--- config.mk ---
export PLATFORM = sky130hd
export DESIGN_NAME = bba_ctrl
export DESIGN_NICKNAME = d
export VERILOG_FILES = /design/src/hdl/bba_pkg.sv /design/src/hdl/bba_ctrl.sv
export SDC_FILE = /design/constraint.sdc
export NUM_CORES = 1
export LEC_CHECK = 0
export BUFFER_PORTS_ARGS = -buffer_cell sky130_fd_sc_hd__buf_4
export CORE_AREA = 2 2 43 45
export CTS_CLUSTER_SIZE = 10
export DETAILED_ROUTE_END_ITERATION = 8
export DIE_AREA = 0 0 45 47
export GPL_ROUTABILITY_DRIVEN = 0
export GPL_TIMING_DRIVEN = 0
export PLACE_DENSITY = 0.75
export SETUP_SLACK_MARGIN = 0.02
export SLEW_MARGIN = 20
export SYNTH_ARGS = -nofsm -noshare
export SYNTH_HDL_FRONTEND = slang
export SYNTH_SLANG_ARGS = --single-unit
--- constraint.sdc ---
create_clock -name clk -period 2.7 [get_ports clk]
set_input_delay 0.54 -clock clk [delete_from_list [all_inputs] [get_ports clk]]
set_output_delay 0.54 -clock clk [all_outputs]
set_load 0.01 [all_outputs]
--- src/hdl/bba_pkg.sv ---
// shared constants, types and helper functions of the buddy block allocator
package bba_pkg;

    localparam int unsigned POOL_BYTES      = 1048576;
    localparam int unsigned MIN_BLOCK_BYTES = 256;
    localparam int unsigned TOP_ORDER       = 12;
    localparam int unsigned QUEUE_DEPTH     = 64;

    // item field widths
    localparam int unsigned CMD_W    = 2;
    localparam int unsigned REQ_W    = 21;
    localparam int unsigned ALIGN_W  = 17;
    localparam int unsigned UOFF_W   = 12;
    localparam int unsigned RORD_W   = 4;
    localparam int unsigned STATUS_W = 2;
    localparam int unsigned ABO_W    = 21;
    localparam int unsigned BORD_W   = 4;
    localparam int unsigned BYTES_W  = 21;

    localparam logic [CMD_W-1:0] CMD_ALLOC   = 2'd0;
    localparam logic [CMD_W-1:0] CMD_RELEASE = 2'd1;
    localparam logic [CMD_W-1:0] CMD_APPLY   = 2'd2;

    localparam logic [STATUS_W-1:0] RES_OK         = 2'd0;
    localparam logic [STATUS_W-1:0] RES_NO_SPACE   = 2'd1;
    localparam logic [STATUS_W-1:0] RES_QUEUE_FULL = 2'd2;

    localparam int unsigned MIN_SHIFT   = $clog2(MIN_BLOCK_BYTES);
    localparam int unsigned UNIT_W      = TOP_ORDER;
    localparam int unsigned ORD_W       = $clog2(TOP_ORDER + 2);
    localparam int unsigned SZ_W        = REQ_W + 1;
    localparam int unsigned UNITS_W     = SZ_W + 1 - MIN_SHIFT;
    localparam int unsigned ORDC_W      = $clog2(UNITS_W + 1);
    localparam int unsigned POOL_MASKED = POOL_BYTES % (1 << BYTES_W);

    // free map is kept in words, each order starting on a word of its own
    localparam int unsigned WORD_BITS = 64;
    localparam int unsigned WBIT_W    = $clog2(WORD_BITS);

    function automatic int unsigned order_words(input int unsigned j);
        int unsigned blocks;
        blocks = 1 << (TOP_ORDER - j);
        return (blocks > WORD_BITS) ? (blocks >> WBIT_W) : 1;
    endfunction

    function automatic int unsigned order_base(input int unsigned j);
        int unsigned s;
        s = 0;
        for (int unsigned i = 0; i <= TOP_ORDER; i++)
        begin
            if (i < j)
                s += order_words(i);
        end
        return s;
    endfunction

    localparam int unsigned MAP_DEPTH = order_base(TOP_ORDER + 1);
    localparam int unsigned MAP_AW    = $clog2(MAP_DEPTH);
    localparam int unsigned WIDX_W    = (order_words(0) > 1) ? $clog2(order_words(0)) : 1;

    localparam int unsigned QA_W   = (QUEUE_DEPTH > 1) ? $clog2(QUEUE_DEPTH) : 1;
    localparam int unsigned QCNT_W = $clog2(QUEUE_DEPTH + 1);
    localparam int unsigned QE_W   = UOFF_W + RORD_W;
    localparam int unsigned MCNT_W = $clog2(ABO_W + 1);

    typedef enum logic [4:0] {
        S_CLEAR, S_IDLE, S_QUEUE, S_SIZE, S_ORDER, S_SRCH_RD, S_SRCH_CHK,
        S_SPLIT_RD, S_SPLIT_WR, S_ACCT, S_MOD_WAIT, S_APPLY_RD, S_APPLY_CHK,
        S_MERGE_RD, S_MERGE_CHK, S_SET_RD, S_SET_WR, S_DONE
    } state_t;

    typedef enum logic [4:0] {
        OP_NONE, OP_CLEAR, OP_LOAD, OP_QUEUE, OP_SIZE, OP_ORDER, OP_SRCH_RD,
        OP_SRCH_CHK, OP_SPLIT_RD, OP_SPLIT_WR, OP_ACCT, OP_MOD_WAIT, OP_APPLY_RD,
        OP_APPLY_CHK, OP_MERGE_RD, OP_MERGE_CHK, OP_SET_RD, OP_SET_WR, OP_DONE
    } dp_op_t;

    typedef struct packed {
        logic clear_done;
        logic size_fail;
        logic word_hit;
        logic search_end;
        logic split_done;
        logic need_align;
        logic mod_done;
        logic apply_done;
        logic entry_bad;
        logic at_top;
        logic buddy_free;
    } dp_status_t;

endpackage

--- src/hdl/bba_ctrl.sv ---
// sequencer of the allocator: clearing pass, allocate, queue and apply flows
module bba_ctrl import bba_pkg::*;
(
    input  logic             clk,
    input  logic             rst_n,
    input  logic             in_valid,
    input  logic [CMD_W-1:0] in_cmd,
    output logic             in_ready,
    input  logic             out_ready,
    output logic             out_valid,
    input  dp_status_t       st,
    output dp_op_t           op
);

    state_t state_reg, state_next;
    logic   out_valid_reg, out_valid_next;
    logic   can_out;

    assign can_out = !out_valid_reg || out_ready;

    always_comb
    begin
        state_next = state_reg;
        case (state_reg)
            S_CLEAR:     if (st.clear_done) state_next = S_IDLE;
            S_IDLE:
            begin
                if (in_valid)
                begin
                    case (in_cmd)
                        CMD_ALLOC:   state_next = S_SIZE;
                        CMD_RELEASE: state_next = S_QUEUE;
                        CMD_APPLY:   state_next = S_APPLY_RD;
                        default:     state_next = S_DONE;
                    endcase
                end
            end
            S_QUEUE:     state_next = S_DONE;
            S_SIZE:      state_next = S_ORDER;
            S_ORDER:     state_next = st.size_fail ? S_DONE : S_SRCH_RD;
            S_SRCH_RD:   state_next = S_SRCH_CHK;
            S_SRCH_CHK:
            begin
                if (st.word_hit)
                    state_next = S_SPLIT_RD;
                else if (st.search_end)
                    state_next = S_DONE;
                else
                    state_next = S_SRCH_RD;
            end
            S_SPLIT_RD:  state_next = st.split_done ? S_ACCT : S_SPLIT_WR;
            S_SPLIT_WR:  state_next = S_SPLIT_RD;
            S_ACCT:      state_next = st.need_align ? S_MOD_WAIT : S_DONE;
            S_MOD_WAIT:  if (st.mod_done) state_next = S_DONE;
            S_APPLY_RD:  state_next = st.apply_done ? S_DONE : S_APPLY_CHK;
            S_APPLY_CHK: state_next = st.entry_bad ? S_APPLY_RD : S_MERGE_RD;
            S_MERGE_RD:  state_next = st.at_top ? S_SET_RD : S_MERGE_CHK;
            S_MERGE_CHK: state_next = st.buddy_free ? S_MERGE_RD : S_SET_RD;
            S_SET_RD:    state_next = S_SET_WR;
            S_SET_WR:    state_next = S_APPLY_RD;
            S_DONE:      if (can_out) state_next = S_IDLE;
            default:     state_next = S_IDLE;
        endcase
    end

    always_comb
    begin
        op             = OP_NONE;
        in_ready       = 1'b0;
        out_valid_next = out_valid_reg && !out_ready;
        case (state_reg)
            S_CLEAR:     op = OP_CLEAR;
            S_IDLE:
            begin
                in_ready = 1'b1;
                if (in_valid)
                    op = OP_LOAD;
            end
            S_QUEUE:     op = OP_QUEUE;
            S_SIZE:      op = OP_SIZE;
            S_ORDER:     op = OP_ORDER;
            S_SRCH_RD:   op = OP_SRCH_RD;
            S_SRCH_CHK:  op = OP_SRCH_CHK;
            S_SPLIT_RD:  op = OP_SPLIT_RD;
            S_SPLIT_WR:  op = OP_SPLIT_WR;
            S_ACCT:      op = OP_ACCT;
            S_MOD_WAIT:  op = OP_MOD_WAIT;
            S_APPLY_RD:  op = OP_APPLY_RD;
            S_APPLY_CHK: op = OP_APPLY_CHK;
            S_MERGE_RD:  op = OP_MERGE_RD;
            S_MERGE_CHK: op = OP_MERGE_CHK;
            S_SET_RD:    op = OP_SET_RD;
            S_SET_WR:    op = OP_SET_WR;
            S_DONE:
            begin
                if (can_out)
                begin
                    op             = OP_DONE;
                    out_valid_next = 1'b1;
                end
            end
            default:     op = OP_NONE;
        endcase
    end

    always_ff @(posedge clk or negedge rst_n)
    begin
        if (!rst_n)
        begin
            state_reg     <= S_CLEAR;
            out_valid_reg <= 1'b0;
        end
        else
        begin
            state_reg     <= state_next;
            out_valid_reg <= out_valid_next;
        end
    end

    assign out_valid = out_valid_reg;

    a_one_item: assert property (@(posedge clk) disable iff (!rst_n)
        (in_valid && in_ready) |=> !in_ready)
        else $error("second item taken while one is in work");

    a_result_from_done: assert property (@(posedge clk) disable iff (!rst_n)
        $rose(out_valid_reg) |-> $past(state_reg == S_DONE))
        else $error("result raised outside the done step");

endmodule

# Yosys cells after proc, flatten, opt, wreduce, memory -nomap -nowiden
# Index checks and enable logic that the tools add are counted.
# classes
mux,21
n_eq_ne,23
n_reduce_logical,7
# op_table
op,count
one-hot mux 5 bit (18 select lines),2
two-way mux 5 bit,10
"equality test 5 x 4 -> 1 bit, second input constant",8
"equality test 5 x 3 -> 1 bit, second input constant",4
one-hot mux 5 bit (3 select lines),1
"equality test 5 x 2 -> 1 bit, second input constant",2
"equality test 5 bit, second input constant",2
"inequality test 2 bit, second input constant",4
"equality test 5 x 1 -> 1 bit, second input constant",1
logical NOT 5 bit,1
two-way mux 1 bit,5
two-way mux 2 bit,2
AND reduction 4 bit,1
two-way mux 3 bit,1
"equality test 2 x 1 -> 1 bit, second input constant",1
"equality test 2 bit, second input constant",1
logical NOT 1 bit,2
logical NOT 2 bit,1
logical AND 1 bit,1
logical OR 1 bit,1
# word_totals
reg_bits,6
output_inout_bits,7
word_cells,53
input_bits,17

# Longest topological paths before layout
# Gate-level depths: netlist of run 1.
# logic_depth
depth_word,4
mapped_depth,7
depth_no_buf,5

# Worst setup path before layout of run 1
# OpenSTA, ideal clock, no wires.
# synth_path
path_kind,register -> output
start,register state_reg[3]
end,output port op[1]
arrival_ns,1.335
setup_slack_ns,0.825
required_ns,2.160
stages_incl_launch_ff,6
n_path_buf,1
cell_sequence,dfrtp_1 -> buf_2 -> nor2_1 -> nand2_1 -> a221o_1 -> o22ai_1
# synth_via
elab_chain_len,2
elab_cells_between_ends,19
classes_between,17 x eq/ne; 1 x mux; 1 x reduce/logical
# synth_rtl
element,line_no,rtl
"start, declared",bba_ctrl.sv:15,"state_t state_reg, state_next;"
"start signal, assigned",bba_ctrl.sv:115,state_reg <= state_next;
equality test 5 bit (tied with other cells),bba_ctrl.sv:71,case (state_reg)
one-hot mux 5 bit (18 select lines) *,bba_ctrl.sv:71,
"end, declared",bba_ctrl.sv:12,output dp_op_t op
# Mark *: on every way between the ends. The rest lies on a longest branch, timed or not.

# Final worst setup path of run 1
# Same ends and word-level chain as after synthesis.

==> impl_metrics.json, run 1 <==
{
  "status": "finished clean",
  "area_growth_pct": 28.4,
  "clkSlewWorstSetupHoldPaths_ns": 0.05,
  "dieHeight_um": 47,
  "cp_slowest_stage_delay_ns": 0.40,
  "ys_warn_count": 0,
  "start_util_pct": 46.1,
  "grt_max_degree": 11,
  "cts_root_buf": "clkbuf_4",
  "crit_type": "register to output port",
  "finalCriticalPeriod_ns": 2.35,
  "track_usage_pct": 22.3,
  "avgSynthCellArea_um2": 7.26,
  "tritoncts": "done",
  "viasPerCell": 6.09,
  "ys_ff_latch": 6,
  "synth-seq-area-share_pct": 19.7,
  "numCtsBuffers": 3,
  "wl_per_cell_um": 14.6,
  "row_count": 15,
  "place_inst": 145,
  "rsz0062_at_grt": "no",
  "top_level_ports": 24,
  "hold_buffers": 0,
  "fin_skew_ns": 0.00735,
  "dp_slack_ns": 0.596,
  "cpLargestDelayFamily": "compound AO/OA/AOI/OAI gates",
  "ctsResizeCount": 0,
  "route.detailed.drc": 0,
  "slew_headroom_pct": 70.4,
  "yosys-top-cells-area": "dfrtp_1, nor2_1, buf_2, inv_1, nand2_1",
  "fin_setup_tns_ns": 0,
  "core_um2": 1650,
  "crit_buf_inv": 2,
  "cp_slowest_cell": "dfrtp_1",
  "cap_violations": 0,
  "critPathCaptureType": "output port",
  "layout.nets": 150,
  "die_w_um": 45,
  "antenna_found_initial": 0,
  "worstPathArrival_ns": 1.81,
  "yosysTopAreaCell": "dfrtp_1",
  "leakage_nw": 0.448,
  "tightest_slew_ns": 0.433,
  "rrSetupSlack_ns": 1.03,
  "grt_pass1_wl_um": 3440,
  "layout-drive-gt1-share_pct": 31.3,
  "syn_area_um2": 762,
  "htreeDepth": 1,
  "post_cts_buffers": 0,
  "firstDrtPassIters": 4,
  "hold_viol": 0,
  "grt_overflow": 0,
  "die-area_um2": 2120,
  "start_kind": "register",
  "synth_top_area_share_pct": 19.7,
  "dp_hpwl_um": 1650,
  "fin_cells": 148,
  "routed_wl_um": 2150,
  "crit_path_max_fanout": 10,
  "fin_crit_sh_pct": 87.1,
  "final_core_util_pct": 59.2,
  "io_buffers": 23,
  "antenna_cells": 0,
  "syn_inst": 105,
  "hold_class": "input port to async pin",
  "worst_ep_required_time_ns": 2.16,
  "max_freq_ghz": 0.425,
  "synth_fp_nets": 122,
  "fin_ws_ns": 0.349,
  "ys_types": 41,
  "final-setup-viol-count": 0,
  "insertion_delay_ns": 0.25,
  "power_density_nw_per_um2": 1040,
  "slew_viol_final": 0,
  "clock-sinks": 6,
  "clockBufferDepth": 2,
  "drt-initial-drc-count": 58,
  "grt_pass1_vias": 803,
  "postRouteAntennaNets": 0,
  "cp_cell_sequence": "buf_2 > nor2_1 > nand2_1 > a221o_1 > o22ai_1 > buf_4",
  "route.vias.total": 901,
  "largest_reg_flops": 5,
  "ir_drop_mv": 0.496
}
==> path summary, 6_finish.rpt <==
check,from,endpoint,cells past startpoint
worst min-delay path,rst_n,out_valid,1
worst max-delay path,state_reg[3],op[1],6
min in group clk,out_valid,out_valid,2
max in group asynchronous,rst_n,state_reg[3],1
worst min register to register,out_valid,out_valid,2
worst max register to register,state_reg[0],state_reg[4],6
==> where the power goes <==
| group | leakage [nW] | internal, mW | switching [mW] |
|---|---|---|---|
| Sequential | 0.0772 | 0.124 | 0.0144 |
| Clock | 0.0138 | 0.0504 | 0.0339 |
| Combinational | 0.357 | 0.340 | 0.455 |
| Total | 0.448 | 0.514 | 0.503 |
==> cell type report <==
cell class | instances | area, um^2
fillers | 158 | 673
repair buffers | 23 | 173
clock buffers | 3 | 22.5
inverters | 7 | 26.3
plain buffers | 10 | 61.3
well taps | 17 | 21.3
multi-input cells | 82 | 524
flip-flops and latches | 6 | 150
==> cells in the mapped netlist, drive strengths merged <==
| cell type | n |
|---|---|
| a32o | 2 |
| nor4 | 2 |
| a2111oi | 3 |
| xnor2 | 1 |
| a21oi | 6 |
| inv | 7 |
| dfrtp | 6 |
| nand2 | 7 |
| nor3 | 3 |
| a221o | 1 |
| nor2b | 4 |
| nand3 | 3 |
| and3 | 2 |
| or2b | 1 |
| o31a | 1 |
| o32ai | 2 |
| a211oi | 2 |
| o21ai | 5 |
| buf | 10 |
| nand4 | 1 |
| or3 | 1 |
| a22o | 1 |
| a21boi | 2 |
| nand4b | 1 |
| o22a | 1 |
| xor2 | 1 |
| o41ai | 1 |
| a31oi | 3 |
| o311ai | 1 |
| nand2b | 4 |
| nand3b | 1 |
| a221oi | 1 |
| o22ai | 2 |
| nor2 | 16 |
==> cells by family after synthesis <==
logic type                Yosys count  synth area share (%)
and+or+nand+nor                    46                  32.8
AOI/OAI and AO/OA                  34                  33.7
buffers and inverters              17                  11.5
DFF                                 6                  19.7
xor gates and xnor gates            2                  2.30
==> cells in the final DEF (no fill, tap or decap), drive strengths merged, types with 2 or more instances in the layout <==
cell / instances
a31oi: 3
nor2b: 4
o22ai: 2
inv: 7
a21oi: 6
nor2: 16
clkbuf: 3
dfrtp: 6
and3: 2
buf: 33
a32o: 2
nor3: 3
a2111oi: 3
a211oi: 2
nand3: 3
a21boi: 2
nand2: 7
o32ai: 2
nor4: 2
nand2b: 4
o21ai: 5
==> routing by layer <==
metal | vias to the layer above | wire (um) | global-route usage (%) | share of wire (%)
met5 | - | 0 | 0 | 0
met4 | 0 | 27 | 6.47 | 1.3
met3 | 4 | 209 | 3.85 | 9.7
met2 | 54 | 1020 | 37.4 | 47
met1 | 400 | 902 | 29.5 | 42
li1 | 443 | - | - | -
==> per-stage QoR <==
stage          area (um^2)  hold WS [ns]  power [mW]
2_1_floorplan          762         0.244       0.702
3_3_place_gp           956         0.347       0.914
3_5_place_dp           956         0.349       0.922
4_1_cts                978        0.0790        1.01
5_1_grt                978        0.0748        1.09
6_report               978        0.0808        1.02
No activity file was read; power rests on OpenSTA's default activity.
==> run 2: changes to the inputs <==
Clock period 2.7 ns to 2.3 ns, I/O delays scaled along.
==> run 2 against run 1 <==
Compared with the run above: combinational power is 18% higher; cell count grew 0.68%; largest cell class unchanged; global-route usage grew 0.080 points; first-iteration DRC count up 53%; sequential power up 17%; die area unchanged; power up 18%; non-clock buffer count increased by 1; worst hold slack better by 0.46 ns.
==> impl_metrics.json, run 2 (same netlist as run 1, synthesis figures left out) <==
{
  "power_density_nw_per_um2": 1210,
  "row_count": 15,
  "clockBufferDepth": 2,
  "fin_crit_sh_pct": 95.3,
  "grt_pass1_vias": 804,
  "dp_hpwl_um": 1650,
  "wl_per_cell_um": 14.5,
  "dieHeight_um": 47,
  "insertion_delay_ns": 0.25,
  "antenna_found_initial": 0,
  "cp_cell_sequence": "buf_2 > nor2_2 > nand2_1 > a221o_1 > o22ai_1 > buf_4",
  "slew_viol_final": 0,
  "cts_root_buf": "clkbuf_4",
  "r2r-start": "state_reg[0]",
  "worstPathArrival_ns": 1.73,
  "largest_reg_flops": 5,
  "io_buffers": 23,
  "cp_slowest_cell": "dfrtp_1",
  "power.total_mw": 1.20,
  "layout.nets": 151,
  "cpLargestDelayFamily": "compound AO/OA/AOI/OAI gates",
  "leakage_nw": 0.452,
  "hold_class": "input port to async pin",
  "htreeDepth": 1,
  "slew_headroom_pct": 70.6,
  "grt_pass1_wl_um": 3450,
  "clock-sinks": 6,
  "cap_violations": 0,
  "cp_slowest_stage_delay_ns": 0.40,
  "track_usage_pct": 22.4,
  "post_cts_buffers": 0,
  "routed_wl_um": 2150,
  "firstDrtPassIters": 4,
  "hold_viol": 0,
  "layout-drive-gt1-share_pct": 31.8,
  "finalCriticalPeriod_ns": 2.19,
  "crit_path_max_fanout": 10,
  "die-area_um2": 2120,
  "crit_buf_inv": 2,
  "grt_max_degree": 11,
  "tightest_slew_ns": 0.430,
  "clkSlewWorstSetupHoldPaths_ns": 0.05,
  "mostFrequentLayoutCells": "buf_4, nor2_1, buf_2, inv_1, nand2_1",
  "tritoncts": "done",
  "antenna_cells": 0,
  "ir_drop_mv": 0.582,
  "crit_type": "register to output port",
  "rsz0062_at_grt": "no",
  "top_level_ports": 24,
  "fin_ws_ns": 0.109,
  "dp_slack_ns": 0.317,
  "fin_skew_ns": 0.00889,
  "viasPerCell": 6.07,
  "critPathCaptureType": "output port",
  "postRouteAntennaNets": 0,
  "worst_ep_required_time_ns": 1.84,
  "route.vias.total": 905,
  "crit_path_start": "state_reg[3]",
  "area_growth_pct": 30.0,
  "route.detailed.drc": 0,
  "layout_commonest_cell": "buf_4",
  "grt_overflow": 0,
  "core_um2": 1650,
  "numCtsBuffers": 3,
  "start_util_pct": 46.1,
  "die_w_um": 45,
  "status": "finished clean",
  "start_kind": "register",
  "max_freq_ghz": 0.456,
  "final-setup-viol-count": 0,
  "hold_slack_ns": 0.545,
  "fin_setup_tns_ns": 0,
  "drt-initial-drc-count": 89
}
run 2: report_power, final:
group,total [mW],switching [mW],internal (mW)
Combinational,0.939,0.537,0.402
Clock,0.0991,0.0400,0.0591
Sequential,0.162,0.0170,0.145
Total,1.20,0.594,0.606
run 2: worst paths after layout:
check | cells past startpoint | endpoint | slack [ns]
worst max register to register | 6 | state_reg[4] | 0.63
max in group asynchronous | 2 | state_reg[3] | 1.63
min in group clk | 3 | state_reg[0] | 0.55
worst min register to register | 2 | out_valid | 0.60
worst min-delay path | 2 | out_valid | 0.55
worst max-delay path | 6 | op[1] | 0.11
run 2: cell type report:
type	count	area (um^2)
well taps	17	21.3
repair buffers	24	183
flip-flops and latches	6	150
inverters	7	26.3
multi-input cells	82	527
plain buffers	10	61.3
fillers	159	661
clock buffers	3	22.5
run 2: worst reg2reg max path: stages, from the launching register on:
cell and delay (ns):
dfrtp_1 0.35, buf_2 0.17, or2b_2 0.25, nor2_8 0.06
a32o_1 0.26, o311ai_1 0.35, o21ai_2 0.09
run 2: metal layers:
layer  vias up  wire, um  global-route usage (%)
li1        446         -                       -
met1       401       922                    30.0
met2        56      1010                    37.1
met3         2       211                    3.85
met4         0        11                    6.47
met5         -         0                       0
run 2: metrics by stage:
| stage | std cells | utilization (%) | instance area, um^2 |
|---|---|---|---|
| after floorplan | 105 | - | 762 |
| after global placement | 145 | 57.9 | 956 |
| after detailed placement | 145 | 57.9 | 956 |
| after CTS | 149 | 59.8 | 988 |
| after global routing | 149 | 60.0 | 991 |
| final | 149 | 60.0 | 991 |
run 2: repair_timing:
action | CTS | global route
setup endpoints to repair | 0 | 1
hold buffers | 1 | 0
resized for setup | 0 | 1
endpoints found under the hold margin | 3 | 0
